### config.mk
export PLATFORM = sky130hd
export DESIGN_NAME = atpe_ctrl
export DESIGN_NICKNAME = d
export VERILOG_FILES = /design/src/rtl/atpe_pkg.sv /design/src/rtl/atpe_ctrl.sv
export SDC_FILE = /design/constraint.sdc
export NUM_CORES = 1
export LEC_CHECK = 0
export BUFFER_PORTS_ARGS = -buffer_cell sky130_fd_sc_hd__buf_2
export CORE_MARGIN = 2
export CORE_UTILIZATION = 40
export DETAILED_ROUTE_END_ITERATION = 8
export GPL_ROUTABILITY_DRIVEN = 0
export PLACE_DENSITY = 0.72
export SETUP_SLACK_MARGIN = 0.5
export SYNTH_ARGS = -nofsm -noshare
export SYNTH_HDL_FRONTEND = slang
export SYNTH_SLANG_ARGS = --single-unit
### constraint.sdc
create_clock -name i_clk -period 2.1 [get_ports i_clk]
set_clock_uncertainty 0.2 [all_clocks]
set_input_delay 0.525 -clock i_clk [delete_from_list [all_inputs] [get_ports i_clk]]
set_output_delay 0.525 -clock i_clk [all_outputs]
set_load 0.005 [all_outputs]
### src/rtl/atpe_pkg.sv
// Shared constants, codes and controller/datapath interface types for the trace point encoder.
package atpe_pkg;

    localparam int MAX_READ_LEN = 16384;
    localparam int ADDR_W       = $clog2(MAX_READ_LEN);
    localparam int POS_W        = 15;
    localparam int IDX_W        = 14;
    localparam int BASE_W       = 8;
    localparam int DIFF_W       = 9;
    localparam int SPC_W        = 8;
    localparam int ENTRY_W      = 16;
    localparam int CNT_W        = $clog2(POS_W);
    localparam int MAX_SEGMENTS = 62;

    localparam logic [SPC_W-1:0]  SPACING_RESET = 8'd100;
    localparam logic [DIFF_W-1:0] DIFF_MAX      = 9'd511;

    localparam logic [2:0] OP_LOAD_A = 3'd0;
    localparam logic [2:0] OP_LOAD_B = 3'd1;
    localparam logic [2:0] OP_START  = 3'd2;
    localparam logic [2:0] OP_TRACE  = 3'd3;
    localparam logic [2:0] OP_FINISH = 3'd4;

    typedef enum logic [1:0] {
        DIV_AB,
        DIV_AE,
        DIV_APOS
    } t_div_sel;

    typedef struct packed {
        logic     capture;
        logic     load_a;
        logic     load_b;
        logic     div_load;
        t_div_sel div_sel;
        logic     div_step;
        logic     save_q1;
        logic     start_apply;
        logic     resync;
        logic     col_step;
        logic     post_step;
        logic     fin_second;
    } t_cmd;

    typedef struct packed {
        logic active;
        logic stale;
        logic div_last;
        logic walk_more;
        logic is_finish;
        logic held_more;
    } t_stat;

endpackage

### src/rtl/atpe_ctrl.sv
// Controller state machine sequencing loads, span check, diagonal walk and final pairs.
module atpe_ctrl (
    input  logic            i_clk,
    input  logic            i_rst_n,
    input  logic            i_start,
    input  logic [2:0]      i_op,
    input  atpe_pkg::t_stat i_stat,
    output atpe_pkg::t_cmd  o_cmd,
    output logic            o_busy
);
    import atpe_pkg::*;

    typedef enum logic [3:0] {
        ST_IDLE,
        ST_DIV_A,
        ST_DIV_E_LD,
        ST_DIV_E,
        ST_START,
        ST_DIV_P,
        ST_RESYNC,
        ST_WALK,
        ST_COL,
        ST_POST,
        ST_FIN2
    } t_state;

    t_state r_state, n_state;
    t_cmd   cmd;
    logic   accept;

    assign accept = i_start && (r_state == ST_IDLE);

    always_comb begin
        n_state = r_state;
        cmd     = '0;
        case (r_state)
            ST_IDLE: begin
                if (accept) begin
                    case (i_op)
                        OP_LOAD_A: cmd.load_a = 1'b1;
                        OP_LOAD_B: cmd.load_b = 1'b1;
                        OP_START: begin
                            cmd.capture  = 1'b1;
                            cmd.div_load = 1'b1;
                            cmd.div_sel  = DIV_AB;
                            n_state      = ST_DIV_A;
                        end
                        OP_TRACE, OP_FINISH: begin
                            if (i_stat.active) begin
                                cmd.capture = 1'b1;
                                if (i_stat.stale) begin
                                    cmd.div_load = 1'b1;
                                    cmd.div_sel  = DIV_APOS;
                                    n_state      = ST_DIV_P;
                                end else begin
                                    n_state = ST_WALK;
                                end
                            end
                        end
                        default: n_state = ST_IDLE;
                    endcase
                end
            end
            ST_DIV_A: begin
                cmd.div_step = 1'b1;
                if (i_stat.div_last) n_state = ST_DIV_E_LD;
            end
            ST_DIV_E_LD: begin
                cmd.save_q1  = 1'b1;
                cmd.div_load = 1'b1;
                cmd.div_sel  = DIV_AE;
                n_state      = ST_DIV_E;
            end
            ST_DIV_E: begin
                cmd.div_step = 1'b1;
                if (i_stat.div_last) n_state = ST_START;
            end
            ST_START: begin
                cmd.start_apply = 1'b1;
                n_state         = ST_IDLE;
            end
            ST_DIV_P: begin
                cmd.div_step = 1'b1;
                if (i_stat.div_last) n_state = ST_RESYNC;
            end
            ST_RESYNC: begin
                cmd.resync = 1'b1;
                n_state    = ST_WALK;
            end
            ST_WALK: begin
                n_state = i_stat.walk_more ? ST_COL : ST_POST;
            end
            ST_COL: begin
                cmd.col_step = 1'b1;
                n_state      = ST_WALK;
            end
            ST_POST: begin
                cmd.post_step = 1'b1;
                n_state = (i_stat.is_finish && i_stat.held_more) ? ST_FIN2 : ST_IDLE;
            end
            ST_FIN2: begin
                cmd.fin_second = 1'b1;
                n_state        = ST_IDLE;
            end
            default: n_state = ST_IDLE;
        endcase
    end

    always_ff @(posedge i_clk) begin
        if (!i_rst_n) begin
            r_state <= ST_IDLE;
        end else begin
            r_state <= n_state;
        end
    end

    assign o_cmd  = cmd;
    assign o_busy = (r_state != ST_IDLE);
endmodule

==> results of run 1 <==
[timing repair]
action | CTS
pin swaps | 16
gates resized for setup | 39
endpoints found under the setup margin | 17
setup buffers | 26
cloned | 2
[metrics by stage]
| step | instances | cell area (sq um) | hold WS [ns] | setup WS, ns |
|---|---|---|---|---|
| global placement | 121 | 753 | 0.411 | -0.0574 |
| detailed placement | 121 | 753 | 0.417 | -0.0897 |
| CTS | 152 | 1140 | 0.364 | -0.0556 |
| floorplan | 80 | 608 | 0.415 | 0.132 |
[cells by family after synthesis]
| kind of cell | after synthesis |
|---|---|
| flops | 4 |
| mux | 2 |
| xor+xnor | 1 |
| compound gates | 28 |
| buf+inv | 9 |
| simple gates | 36 |
==> impl_metrics.toml, run 1 <==
[status]
stop_error = "[ERROR DPL-0033] detailed placement checks failed during check placement."
status = "did not finish"
haltStage = "global routing (5_1_grt)"

[timing]
endpoint_type = "output port"
worst_endpoint = "o_cmd[9]"

[logic_synthesis]
netlist_instances = 80
ys_seq_elements = 4
synth_compound_area_share_pct = 33.5
synthArstFlopShare_pct = 0
syn_area_per_cell_sq_um = 6.77
synthSimpleGateAreaFrac_pct = 37.6
ys_warn_count = 0
synth.largest_area_cell = "dfxtp_1"
synth_nets = 92
synth.most_common_cell = "nor2_1"
synth_edf_count = 0
synth_fa_ha_area_share_pct = 0
ys.flop_type = "dfxtp_1"
synth.area.mux_share_pct = 3.93
ys_types = 36
synth_top_area_share_pct = 14.8
ys_seq_area_share_pct = 14.8
syn-cell-area_sq_um = 542
synthTopCellsByArea = "dfxtp_1, a21oi_1, nor2_1"
synth_top_family_by_area = "simple AND/OR/NAND/NOR gates"
ys_top_cells_by_count = "nor2_1, a21oi_1, nor3_1"
synthXorXnorAreaFrac_pct = 1.62

[place]
port_buffers = 25
hpwlAfterDp_um = 1200

[clock_tree]
clk_path_buf_depth = 2
cts_sinks = 4
ctsHtreeMaxLevel = 1
numCtsBuffers = 3
cts-root-buf = "clkbuf_4"
hold_buffers = 0

[floorplan]
initial_core_util_pct = 42.2
die_h_um = 40.8
die_w_um = 40.8
std_cell_rows = 13
num_io_pins = 26

[grt]
grt_max_degree = 8
antenna_found_initial = 0
==> run 2: changes to the inputs <==
--- a/config.mk
+++ b/config.mk
@@ -6,12 +6,11 @@
 export NUM_CORES = 1
 export LEC_CHECK = 0
 export BUFFER_PORTS_ARGS = -buffer_cell sky130_fd_sc_hd__buf_2
-export CORE_MARGIN = 2
-export CORE_UTILIZATION = 40
+export CORE_AREA = 2 2 63 65
 export DETAILED_ROUTE_END_ITERATION = 8
+export DIE_AREA = 0 0 65 67
 export GPL_ROUTABILITY_DRIVEN = 0
-export PLACE_DENSITY = 0.72
-export SETUP_SLACK_MARGIN = 0.5
+export PLACE_DENSITY_LB_ADDON = 0.15
 export SYNTH_ARGS = -nofsm -noshare
 export SYNTH_HDL_FRONTEND = slang
 export SYNTH_SLANG_ARGS = --single-unit
==> run 2 against run 1 <==
Against the previous run: the flow now finishes, with violations (setup timing); synthesized cell count did not move; synthesized area did not move.
==> impl_metrics.toml, run 2 <==
[floorplan]
num_io_pins = 26
std_cell_rows = 22
die_h_um = 67
die_area_sq_um = 4360
die_w_um = 65
initial_core_util_pct = 15.0
core_area_sq_um = 3610

[logic_synthesis]
synth.most_common_cell = "nor2_1"
synth_fa_ha_area_share_pct = 0
synthArstFlopShare_pct = 0
synthTopCellsByArea = "dfxtp_1, a21oi_1, nor2_1"
netlist_instances = 80
ys_types = 36
synth_top_family_by_area = "simple AND/OR/NAND/NOR gates"
synth_compound_area_share_pct = 33.5
ys.flop_type = "dfxtp_1"
ys_warn_count = 0
synth_nets = 92
synthSimpleGateAreaFrac_pct = 37.6
syn-cell-area_sq_um = 542
synth_top_area_share_pct = 14.8
synthXorXnorAreaFrac_pct = 1.62
synth.area.mux_share_pct = 3.93
ys_seq_elements = 4
synth_edf_count = 0
ys_seq_area_share_pct = 14.8
ys_top_cells_by_count = "nor2_1, a21oi_1, nor3_1"
syn_area_per_cell_sq_um = 6.77
synth.largest_area_cell = "dfxtp_1"

[routing]
viasPerCell = 4.46
routed_wl_um = 1980
drt_iter0_drc = 18
dr.pass1.iters = 4
drc = 0
vias = 753
highest_layer = "met4"
avgRoutedWirePerCell_um = 11.7
wl_met2_um = 921
m1WireLength_um = 952
wl_met3_um = 93
antenna_left = 0

[grt]
grt_max_degree = 14
grt_util_all_layers_pct = 9.61
grt_overflow = 0
grt_pass1_vias = 693
grt_pass1_wl_um = 3190
antenna_found_initial = 0

[timing]
holdWs_ns = 0.373
slew_headroom_pct = 79.4
setup_viol_count_final = 2
fin_crit_ns = 2.14
rsz0062_at_grt = "yes"
max_freq_ghz = 0.468
setup_slack_ns = -0.0386
final_max_slew_viol_count = 0
tightest_slew_ns = 0.305
period_share_pct = 102
hold_viol = 0

[layout]
insertedDiodeCount = 0
nets = 135
largest_reg_flops = 4
syn_to_final_growth_pct = 77.1
reg_top3 = "r_state (4)"
final_common_cell = "buf_2"
layout-drive-gt1-share_pct = 52.1
final_cell_mix = "buf_2, buf_4, a21oi_1, buf_6"
top_register = "r_state"
finalNonFillerCells = 169

[clock_tree]
cts_tree = "done"
cts_sinks = 4
numCtsBuffers = 3
ctsHtreeMaxLevel = 1
clk_latency_ns = 0.22
clk_transition_reported_paths_ns = 0.03
clk_path_buf_depth = 2
hold_buffers = 0
cts-root-buf = "clkbuf_8"

[place]
post-place-ws_ns = -0.126
hpwlAfterDp_um = 1570
port_buffers = 25
dp.cells = 163

[worst_setup_path]
cp-endpoint = "o_cmd[9]"
crit-reg2reg-launch = "r_state[0]"
r2r_end = "r_state[1]"
cp-start-kind = "primary input"
critPathMaxStageDelay_ns = 0.41
critPathArrivalTime_ns = 1.41
crit_required_ns = 1.37
path_max_fanout = 3
crit_path_cell_trace = "buf_6 > or3b_4 > nand2_4 > a31oi_1 > o21bai_1 > buf_2"
worstSetupPathType = "primary input to primary output"
worstSetupEndpointType = "primary output"
cp-startpoint = "i_op[1]"
slowest_stage = "or3b_4"
reg2reg_setup_slack_ns = 0.38
reg2regPathDepth = 5

[power]
irDropWorstVdd_mv = 0.147
switchingPower_mw = 0.106
power_mw = 0.378
p_comb_share_pct = 35.2
p_seq_share_pct = 21.6
pwr-share-clk_pct = 43.2
p_int_mw = 0.271
leakagePower_nw = 0.432
p_per_area_nw_per_um2 = 394
swShare_pct = 28.2

[status]
violations = "setup timing"
status = "finished with violations"

[min_path]
hp-class = "flip-flop to flip-flop"

[run]
cap_violations = 0
## run 2: cell counts after synthesis
Identical to the previous run, type by type.
## run 2: worst max-delay path, delay by kind of cell
family          cells  cell delay (ns)
simple gates        2             0.49
compound gates      2             0.19
buf+inv             2             0.21
## run 2: layout make-up
type / instances / area, sq um
tap: 48 / 60.1
inverter: 3 / 11.3
clock buffer: 3 / 41.3
fill: 402 / 2650
timing repair buffer: 44 / 302
multi-input combinational: 67 / 457
sequential: 4 / 88.8
## run 2: logic make-up (layout without fill, tap and decap cells)
logic type	count (synthesis)	count (layout)
buf+inv	9	50
simple gates	36	36
mux	2	2
flops	4	4
xor+xnor	1	1
compound gates	28	28
## run 2: layer usage
layer / up-vias / global-route usage [%]
met5: - / 0
met4: 0 / 3.19
met3: 3 / 2.87
met2: 21 / 15.2
met1: 342 / 12.4
li1: 387 / -
## run 2: how the worst min path moves through the flow
stage                          start  slack [ns]         end  depth (start not counted)
after global placement    r_state[1]        0.42  r_state[2]                          2
after floorplan           r_state[1]        0.43  r_state[0]                          3
after detailed placement  r_state[1]        0.41  r_state[2]                          2
after CTS                 r_state[1]        0.37  r_state[2]                          2
final                     r_state[1]        0.37  r_state[2]                          2
after global routing         i_rst_n        0.37  r_state[1]                          2
## run 2: what timing repair did
| action | 4_1_cts | 5_1_grt |
|---|---|---|
| buffers inserted | 2 | 1 |
| gates resized for setup | 8 | 15 |
| endpoints found under the setup margin | 6 | 8 |
| pin swaps | 4 | 6 |
| gates cloned | 0 | 0 |
## run 2: per-stage QoR
stage               util [%]  instance area [sq um]  setup TNS, ns
floorplan                  -                    542              0
global placement        22.5                    812         -0.178
detailed placement      22.5                    812         -0.237
CTS                     24.8                    895        -0.0878
global route            26.6                    960         -0.200
finish                  26.6                    960        -0.0576
## run 2: power by group through the flow
stage | clock, mW | combinational, mW | sequential [mW]
4_1_cts | 0.167 | 0.122 | 0.0829
5_1_grt | 0.182 | 0.148 | 0.0818
6_report | 0.163 | 0.133 | 0.0814
3_3_place_gp | 0 | 0.114 | 0.0835
3_5_place_dp | 0 | 0.113 | 0.0836
2_1_floorplan | 0 | 0.0577 | 0.0822
Power figures use the tool's default switching activity.
==> run 3: changes to the inputs <==
--- a/config.mk
+++ b/config.mk
@@ -10,7 +10,6 @@
 export DETAILED_ROUTE_END_ITERATION = 8
 export DIE_AREA = 0 0 65 67
 export GPL_ROUTABILITY_DRIVEN = 0
-export PLACE_DENSITY_LB_ADDON = 0.15
 export SYNTH_ARGS = -nofsm -noshare
 export SYNTH_HDL_FRONTEND = slang
 export SYNTH_SLANG_ARGS = --single-unit
==> run 3 against run 2 <==
Against the previous run: critical endpoint unchanged; sequential power up 2.6%; register-to-register slack better by 0.02 ns; flip-flop and latch count unchanged; cell count down 1.2%; the run still ends with setup timing left; global-route usage down 0.65 points; largest cell class unchanged; combinational power down 5%.
==> impl_metrics.toml, run 3 (synthesis gave the netlist of run 2 again) <==
[layout]
syn_to_final_growth_pct = 71.8
fin_area_sq_um = 931
seqCellArea_sq_um = 86.3
layout-drive-gt1-share_pct = 49.6
insertedDiodeCount = 0
fill_cells = 394
reg_top3 = "r_state (4)"
nets = 133
final_common_cell = "buf_2"
largest_reg_flops = 4
top_register = "r_state"
multi_input_area_sq_um = 457
finalNonFillerCells = 167
final_cell_mix = "buf_2, buf_4, a21oi_1"

[min_path]
hp-start = "i_rst_n"
hp-class = "primary input to flip-flop"
whs_path_depth = 2
hold_path_end = "r_state[1]"

[routing]
vias = 748
drt_iter0_drc = 21
antenna_left = 0
viasPerCell = 4.48
avgRoutedWirePerCell_um = 10.9
dr.pass1.iters = 4
drc = 0
routed_wl_um = 1810

[timing]
setup_slack_ns = -0.0486
finalSetupTns_ns = -0.0794
setup_viol_count_final = 2
slew_headroom_pct = 75.6
hold_viol = 0
fin_crit_ns = 2.15
max_freq_ghz = 0.465
rsz0062_at_grt = "yes"
final_max_slew_viol_count = 0
tightest_slew_ns = 0.361
period_share_pct = 102

[worst_setup_path]
cp_num_buf_inv = 2
crit_path_cell_trace = "buf_6 > or3b_4 > nand2_4 > a31oi_1 > o21bai_1 > buf_2"
r2r_end = "r_state[1]"
worstSetupPathType = "primary input to primary output"
crit_required_ns = 1.37
worstSetupEndpointType = "primary output"
critPathArrivalTime_ns = 1.42
crit_family = "simple AND/OR/NAND/NOR gates"
worst-path-stages = 6
crit-reg2reg-launch = "r_state[1]"
slowest_stage = "or3b_4"
reg2regPathDepth = 5
cp-start-kind = "primary input"
reg2reg_setup_slack_ns = 0.40
path_max_fanout = 3
critPathMaxStageDelay_ns = 0.41

[grt]
grt_max_degree = 12
grt_pass1_vias = 694
grt_overflow = 0
grt_util_all_layers_pct = 8.96
antenna_found_initial = 0
grt_pass1_wl_um = 2990

[floorplan]
die_w_um = 65
core_area_sq_um = 3610
std_cell_rows = 22
num_io_pins = 26
die_h_um = 67
die_area_sq_um = 4360
initial_core_util_pct = 15.0

[clock_tree]
clk_transition_reported_paths_ns = 0.03
ctsHtreeMaxLevel = 1
clk_path_buf_depth = 2
cts-root-buf = "clkbuf_8"
hold_buffers = 0
numCtsBuffers = 3
cts_tree = "done"
cts_sinks = 4
clk_latency_ns = 0.21

[power]
p_seq_share_pct = 22.7
power_mw = 0.368
switchingPower_mw = 0.0997
p_int_mw = 0.268
leakagePower_nw = 0.421
pwr-share-clk_pct = 42.8
swShare_pct = 27.1
p_comb_share_pct = 34.5
irDropWorstVdd_mv = 0.356
p_per_area_nw_per_um2 = 395

[place]
port_buffers = 25
placed_cell_area_sq_um = 812
hpwlAfterDp_um = 1370
dp.cells = 163

[status]
status = "finished with violations"
violations = "setup timing"

[run]
cap_violations = 0
run 3: cell count changes in the layout (fill, tap and decap cells not counted), sizes merged:
cell  previous run  this run
buf             44        42
run 3: layer usage:
metal,global-route usage (%),share of wire [%],vias to the layer above
li1,-,-,380
met1,11.2,46,351
met2,14.9,52,17
met3,2.53,2.6,0
met4,2.39,0,0
met5,0,0,-
run 3: how the worst max path moves through the flow:
| stage | startpoint | to | slack (ns) |
|---|---|---|---|
| after global placement | i_op[1] | o_cmd[9] | -0.10 |
| after detailed placement | i_op[1] | o_cmd[9] | -0.11 |
| after floorplan | i_op[1] | o_cmd[9] | 0.09 |
| after global routing | i_op[1] | o_cmd[9] | -0.07 |
| final | i_op[1] | o_cmd[9] | -0.05 |
| after CTS | i_op[0] | o_cmd[9] | -0.06 |
run 3: power by group through the flow:
stage / logic (mW) / registers, mW / clock network, mW
after floorplan: 0.0577 / 0.0822 / 0
after global placement: 0.111 / 0.0845 / 0
after detailed placement: 0.111 / 0.0844 / 0
after CTS: 0.123 / 0.0824 / 0.163
after global routing: 0.140 / 0.0841 / 0.173
final: 0.127 / 0.0835 / 0.157
run 3: layout make-up:
| type | count | area share (%) |
|---|---|---|
| Multi-Input combinational cell | 67 | 49.1 |
| Clock buffer | 3 | 4.44 |
| Timing Repair Buffer | 42 | 29.6 |
| Sequential cell | 4 | 9.27 |
| Tap cell | 48 | 6.45 |
| Inverter | 3 | 1.21 |
run 3: worst reg2reg max path, stage by stage, from the launching register on:
cell      delay (ns)
dfxtp_2         0.37
buf_4           0.16
or3_1           0.38
a211oi_1        0.22
o32a_1          0.19
o21a_1          0.11
run 3: metrics by stage:
| step | util, % | setup WS, ns | hold WS, ns |
|---|---|---|---|
| 6_report | 25.8 | -0.0486 | 0.379 |
| 3_3_place_gp | 22.5 | -0.103 | 0.460 |
| 3_5_place_dp | 22.5 | -0.109 | 0.462 |
| 4_1_cts | 25.0 | -0.0644 | 0.376 |
| 2_1_floorplan | - | 0.0883 | 0.432 |
| 5_1_grt | 25.8 | -0.0727 | 0.374 |
run 3: repair_timing:
item	CTS	global route
endpoints found under the setup margin	5	8
gates resized for setup	10	8
buffers inserted	1	0
pin swaps	4	6
==> run 4: changes to the inputs <==
--- a/config.mk
+++ b/config.mk
@@ -5,8 +5,10 @@
 export SDC_FILE = /design/constraint.sdc
 export NUM_CORES = 1
 export LEC_CHECK = 0
+export ABC_AREA = 1
 export BUFFER_PORTS_ARGS = -buffer_cell sky130_fd_sc_hd__buf_2
 export CORE_AREA = 2 2 63 65
+export CTS_CLUSTER_SIZE = 12
 export DETAILED_ROUTE_END_ITERATION = 8
 export DIE_AREA = 0 0 65 67
 export GPL_ROUTABILITY_DRIVEN = 0
==> run 4 against run 3 <==
Against the previous run: the flow now finishes without violations; fmax increased by 6.3%; core utilization decreased by 4.3 points; synthesized area is 12% lower; sequential share of layout area up 1.9 points; count of clock-buffer cells in the layout unchanged; non-clock buffer count fell by 13.
==> impl_metrics.toml, run 4 <==
[worst_setup_path]
reg2regPathDepth = 9
worstSetupPathType = "primary input to primary output"
critPathArrivalTime_ns = 1.30
slowest_stage = "buf_2"
worstSetupEndpointType = "primary output"
cp-start-kind = "primary input"
path_max_fanout = 4
critPathMaxStageDelay_ns = 0.12
crit_path_cell_trace = "buf_2 > inv_2 > nand2_2 > nand3_2 > nor2_2 > nand3_2 > o21ai_1 > buf_2"
crit_required_ns = 1.37

[timing]
slew_headroom_pct = 83.5
period_share_pct = 96.3
setup_viol_count_final = 0
fin_crit_ns = 2.02
setup_slack_ns = 0.0779
final_max_slew_viol_count = 0
max_freq_ghz = 0.495
tightest_slew_ns = 0.247
hold_viol = 0

[grt]
grt_util_all_layers_pct = 6.65
grt_overflow = 0
grt_max_degree = 6
antenna_found_initial = 0
grt_pass1_wl_um = 2270
grt_pass1_vias = 580

[routing]
viasPerCell = 3.64
dr.pass1.iters = 4
avgRoutedWirePerCell_um = 8.16
routed_wl_um = 1440
drt_iter0_drc = 4
drc = 0
vias = 645
antenna_left = 0

[floorplan]
initial_core_util_pct = 13.2
die_area_sq_um = 4360
num_io_pins = 26
std_cell_rows = 22
die_w_um = 65
core_area_sq_um = 3610
die_h_um = 67

[clock_tree]
cts_tree = "done"
numCtsBuffers = 3
clk_transition_reported_paths_ns = 0.03
clk_path_buf_depth = 2
clk_latency_ns = 0.21
ctsHtreeMaxLevel = 1
cts-root-buf = "clkbuf_8"
cts_sinks = 4

[logic_synthesis]
syn-cell-area_sq_um = 475
ys_types = 13
synthArstFlopShare_pct = 0
synth_edf_count = 0
ys_seq_elements = 4
synth.largest_area_cell = "nand2_1"
synth_top_area_share_pct = 18.9
ys.flop_type = "dfxtp_1"
synth.most_common_cell = "nand2_1"
synthTopCellsByArea = "nand2_1, inv_1, dfxtp_1"
ys_top_cells_by_count = "nand2_1, inv_1, nor2_1"
ys_seq_area_share_pct = 16.8
ys_warn_count = 0
netlist_instances = 97
synth_nets = 109
syn_area_per_cell_sq_um = 4.90

[power]
swShare_pct = 38.4
leakagePower_nw = 0.463
p_int_mw = 0.316
irDropWorstVdd_mv = 0.201
p_per_area_nw_per_um2 = 660
pwr-share-clk_pct = 31.6
switchingPower_mw = 0.197
p_seq_share_pct = 20.5
p_comb_share_pct = 47.9

[layout]
top_register = "r_state"
layout-drive-gt1-share_pct = 41.9
multi_input_area_sq_um = 347
final_cell_mix = "buf_2, nand2_1, inv_1"
nets = 143
reg_top3 = "r_state (4)"
finalNonFillerCells = 177
seqCellArea_sq_um = 86.3
insertedDiodeCount = 0
final_common_cell = "buf_2"
syn_to_final_growth_pct = 63.2
fill_cells = 425
largest_reg_flops = 4

[status]
status = "complete, no violations"

[place]
hpwlAfterDp_um = 1190
post-place-ws_ns = 0.00531
port_buffers = 25
dp.cells = 173

[min_path]
whs_path_depth = 3
hp-class = "primary input to flip-flop"

[run]
cap_violations = 0
==> run 4: cell count changes in the layout (fill, tap and decap cells not counted), moves of 4 or more <==
cell     change
buf_4       -12
inv_1       +16
nor2_1       +9
nand3_1      +8
inv_2        +4
buf_6        -4
nor2_2       +5
nand2_1     +20
==> run 4: logic make-up (layout without fill, tap and decap cells) <==
kind of cell / count (synthesis) / in the layout / share of synthesized area, %
AND/OR/NAND/NOR: 62 / 62 / 55.8
flip-flops: 4 / 4 / 16.8
AO/OA/AOI/OAI: 8 / 8 / 9.21
buffers and inverters: 23 / 55 / 18.2
==> run 4: critical path: cells and delay by family <==
| family | cells | cell delay, ns |
|---|---|---|
| AO/OA/AOI/OAI | 1 | 0.12 |
| buffers and inverters | 3 | 0.29 |
| AND/OR/NAND/NOR | 4 | 0.37 |
==> run 4: path summary, 6_finish.rpt <==
kind	slack (ns)	to	startpoint
worst min register to register	0.42	r_state[3]	r_state[3]
worst max-delay path	0.08	o_cmd[9]	i_op[0]
worst min-delay path	0.39	r_state[1]	i_rst_n
worst max register to register	0.65	r_state[1]	r_state[2]
==> run 4: metal layers <==
layer  wire (um)  vias up  track usage (%)  part of all wire (%)
li1            -      355                -                     -
met1         672      275             7.92                    47
met2         706       15             11.3                    49
met3          65        0             1.86                   4.5
met4           0        0             2.39                     0
met5           0        -                0                     0
==> run 4: what timing repair did <==
action,in CTS,in global routing
resized for setup,4,13
pin swaps,3,6
hold buffers,0,0
setup endpoints to repair,1,5
setup buffers,0,1
==> run 4: layout make-up <==
type                       count  share of cell area (%)
clock buffer                   3                    5.32
inverter                      23                    11.1
multi-input combinational     70                    44.7
sequential                     4                    11.1
tap                           48                    7.74
timing repair buffer          29                    20.0
==> run 4: power groups by stage <==
stage | registers [mW] | clock network, mW | logic, mW
4_1_cts | 0.0969 | 0.168 | 0.221
3_5_place_dp | 0.0980 | 0 | 0.215
3_3_place_gp | 0.0977 | 0 | 0.217
2_1_floorplan | 0.0956 | 0 | 0.145
5_1_grt | 0.107 | 0.174 | 0.277
6_report | 0.105 | 0.162 | 0.246
==> run 4: per-stage QoR <==
step / total power [mW] / setup TNS [ns] / hold WS, ns / cell area [sq um] / utilization [%]
final: 0.512 / 0 / 0.388 / 776 / 21.5
after global routing: 0.559 / -0.00529 / 0.414 / 776 / 21.5
after global placement: 0.315 / 0 / 0.437 / 683 / 18.9
after detailed placement: 0.313 / 0 / 0.437 / 683 / 18.9
after floorplan: 0.240 / 0 / 0.384 / 475 / -
after CTS: 0.486 / 0 / 0.390 / 739 / 20.5
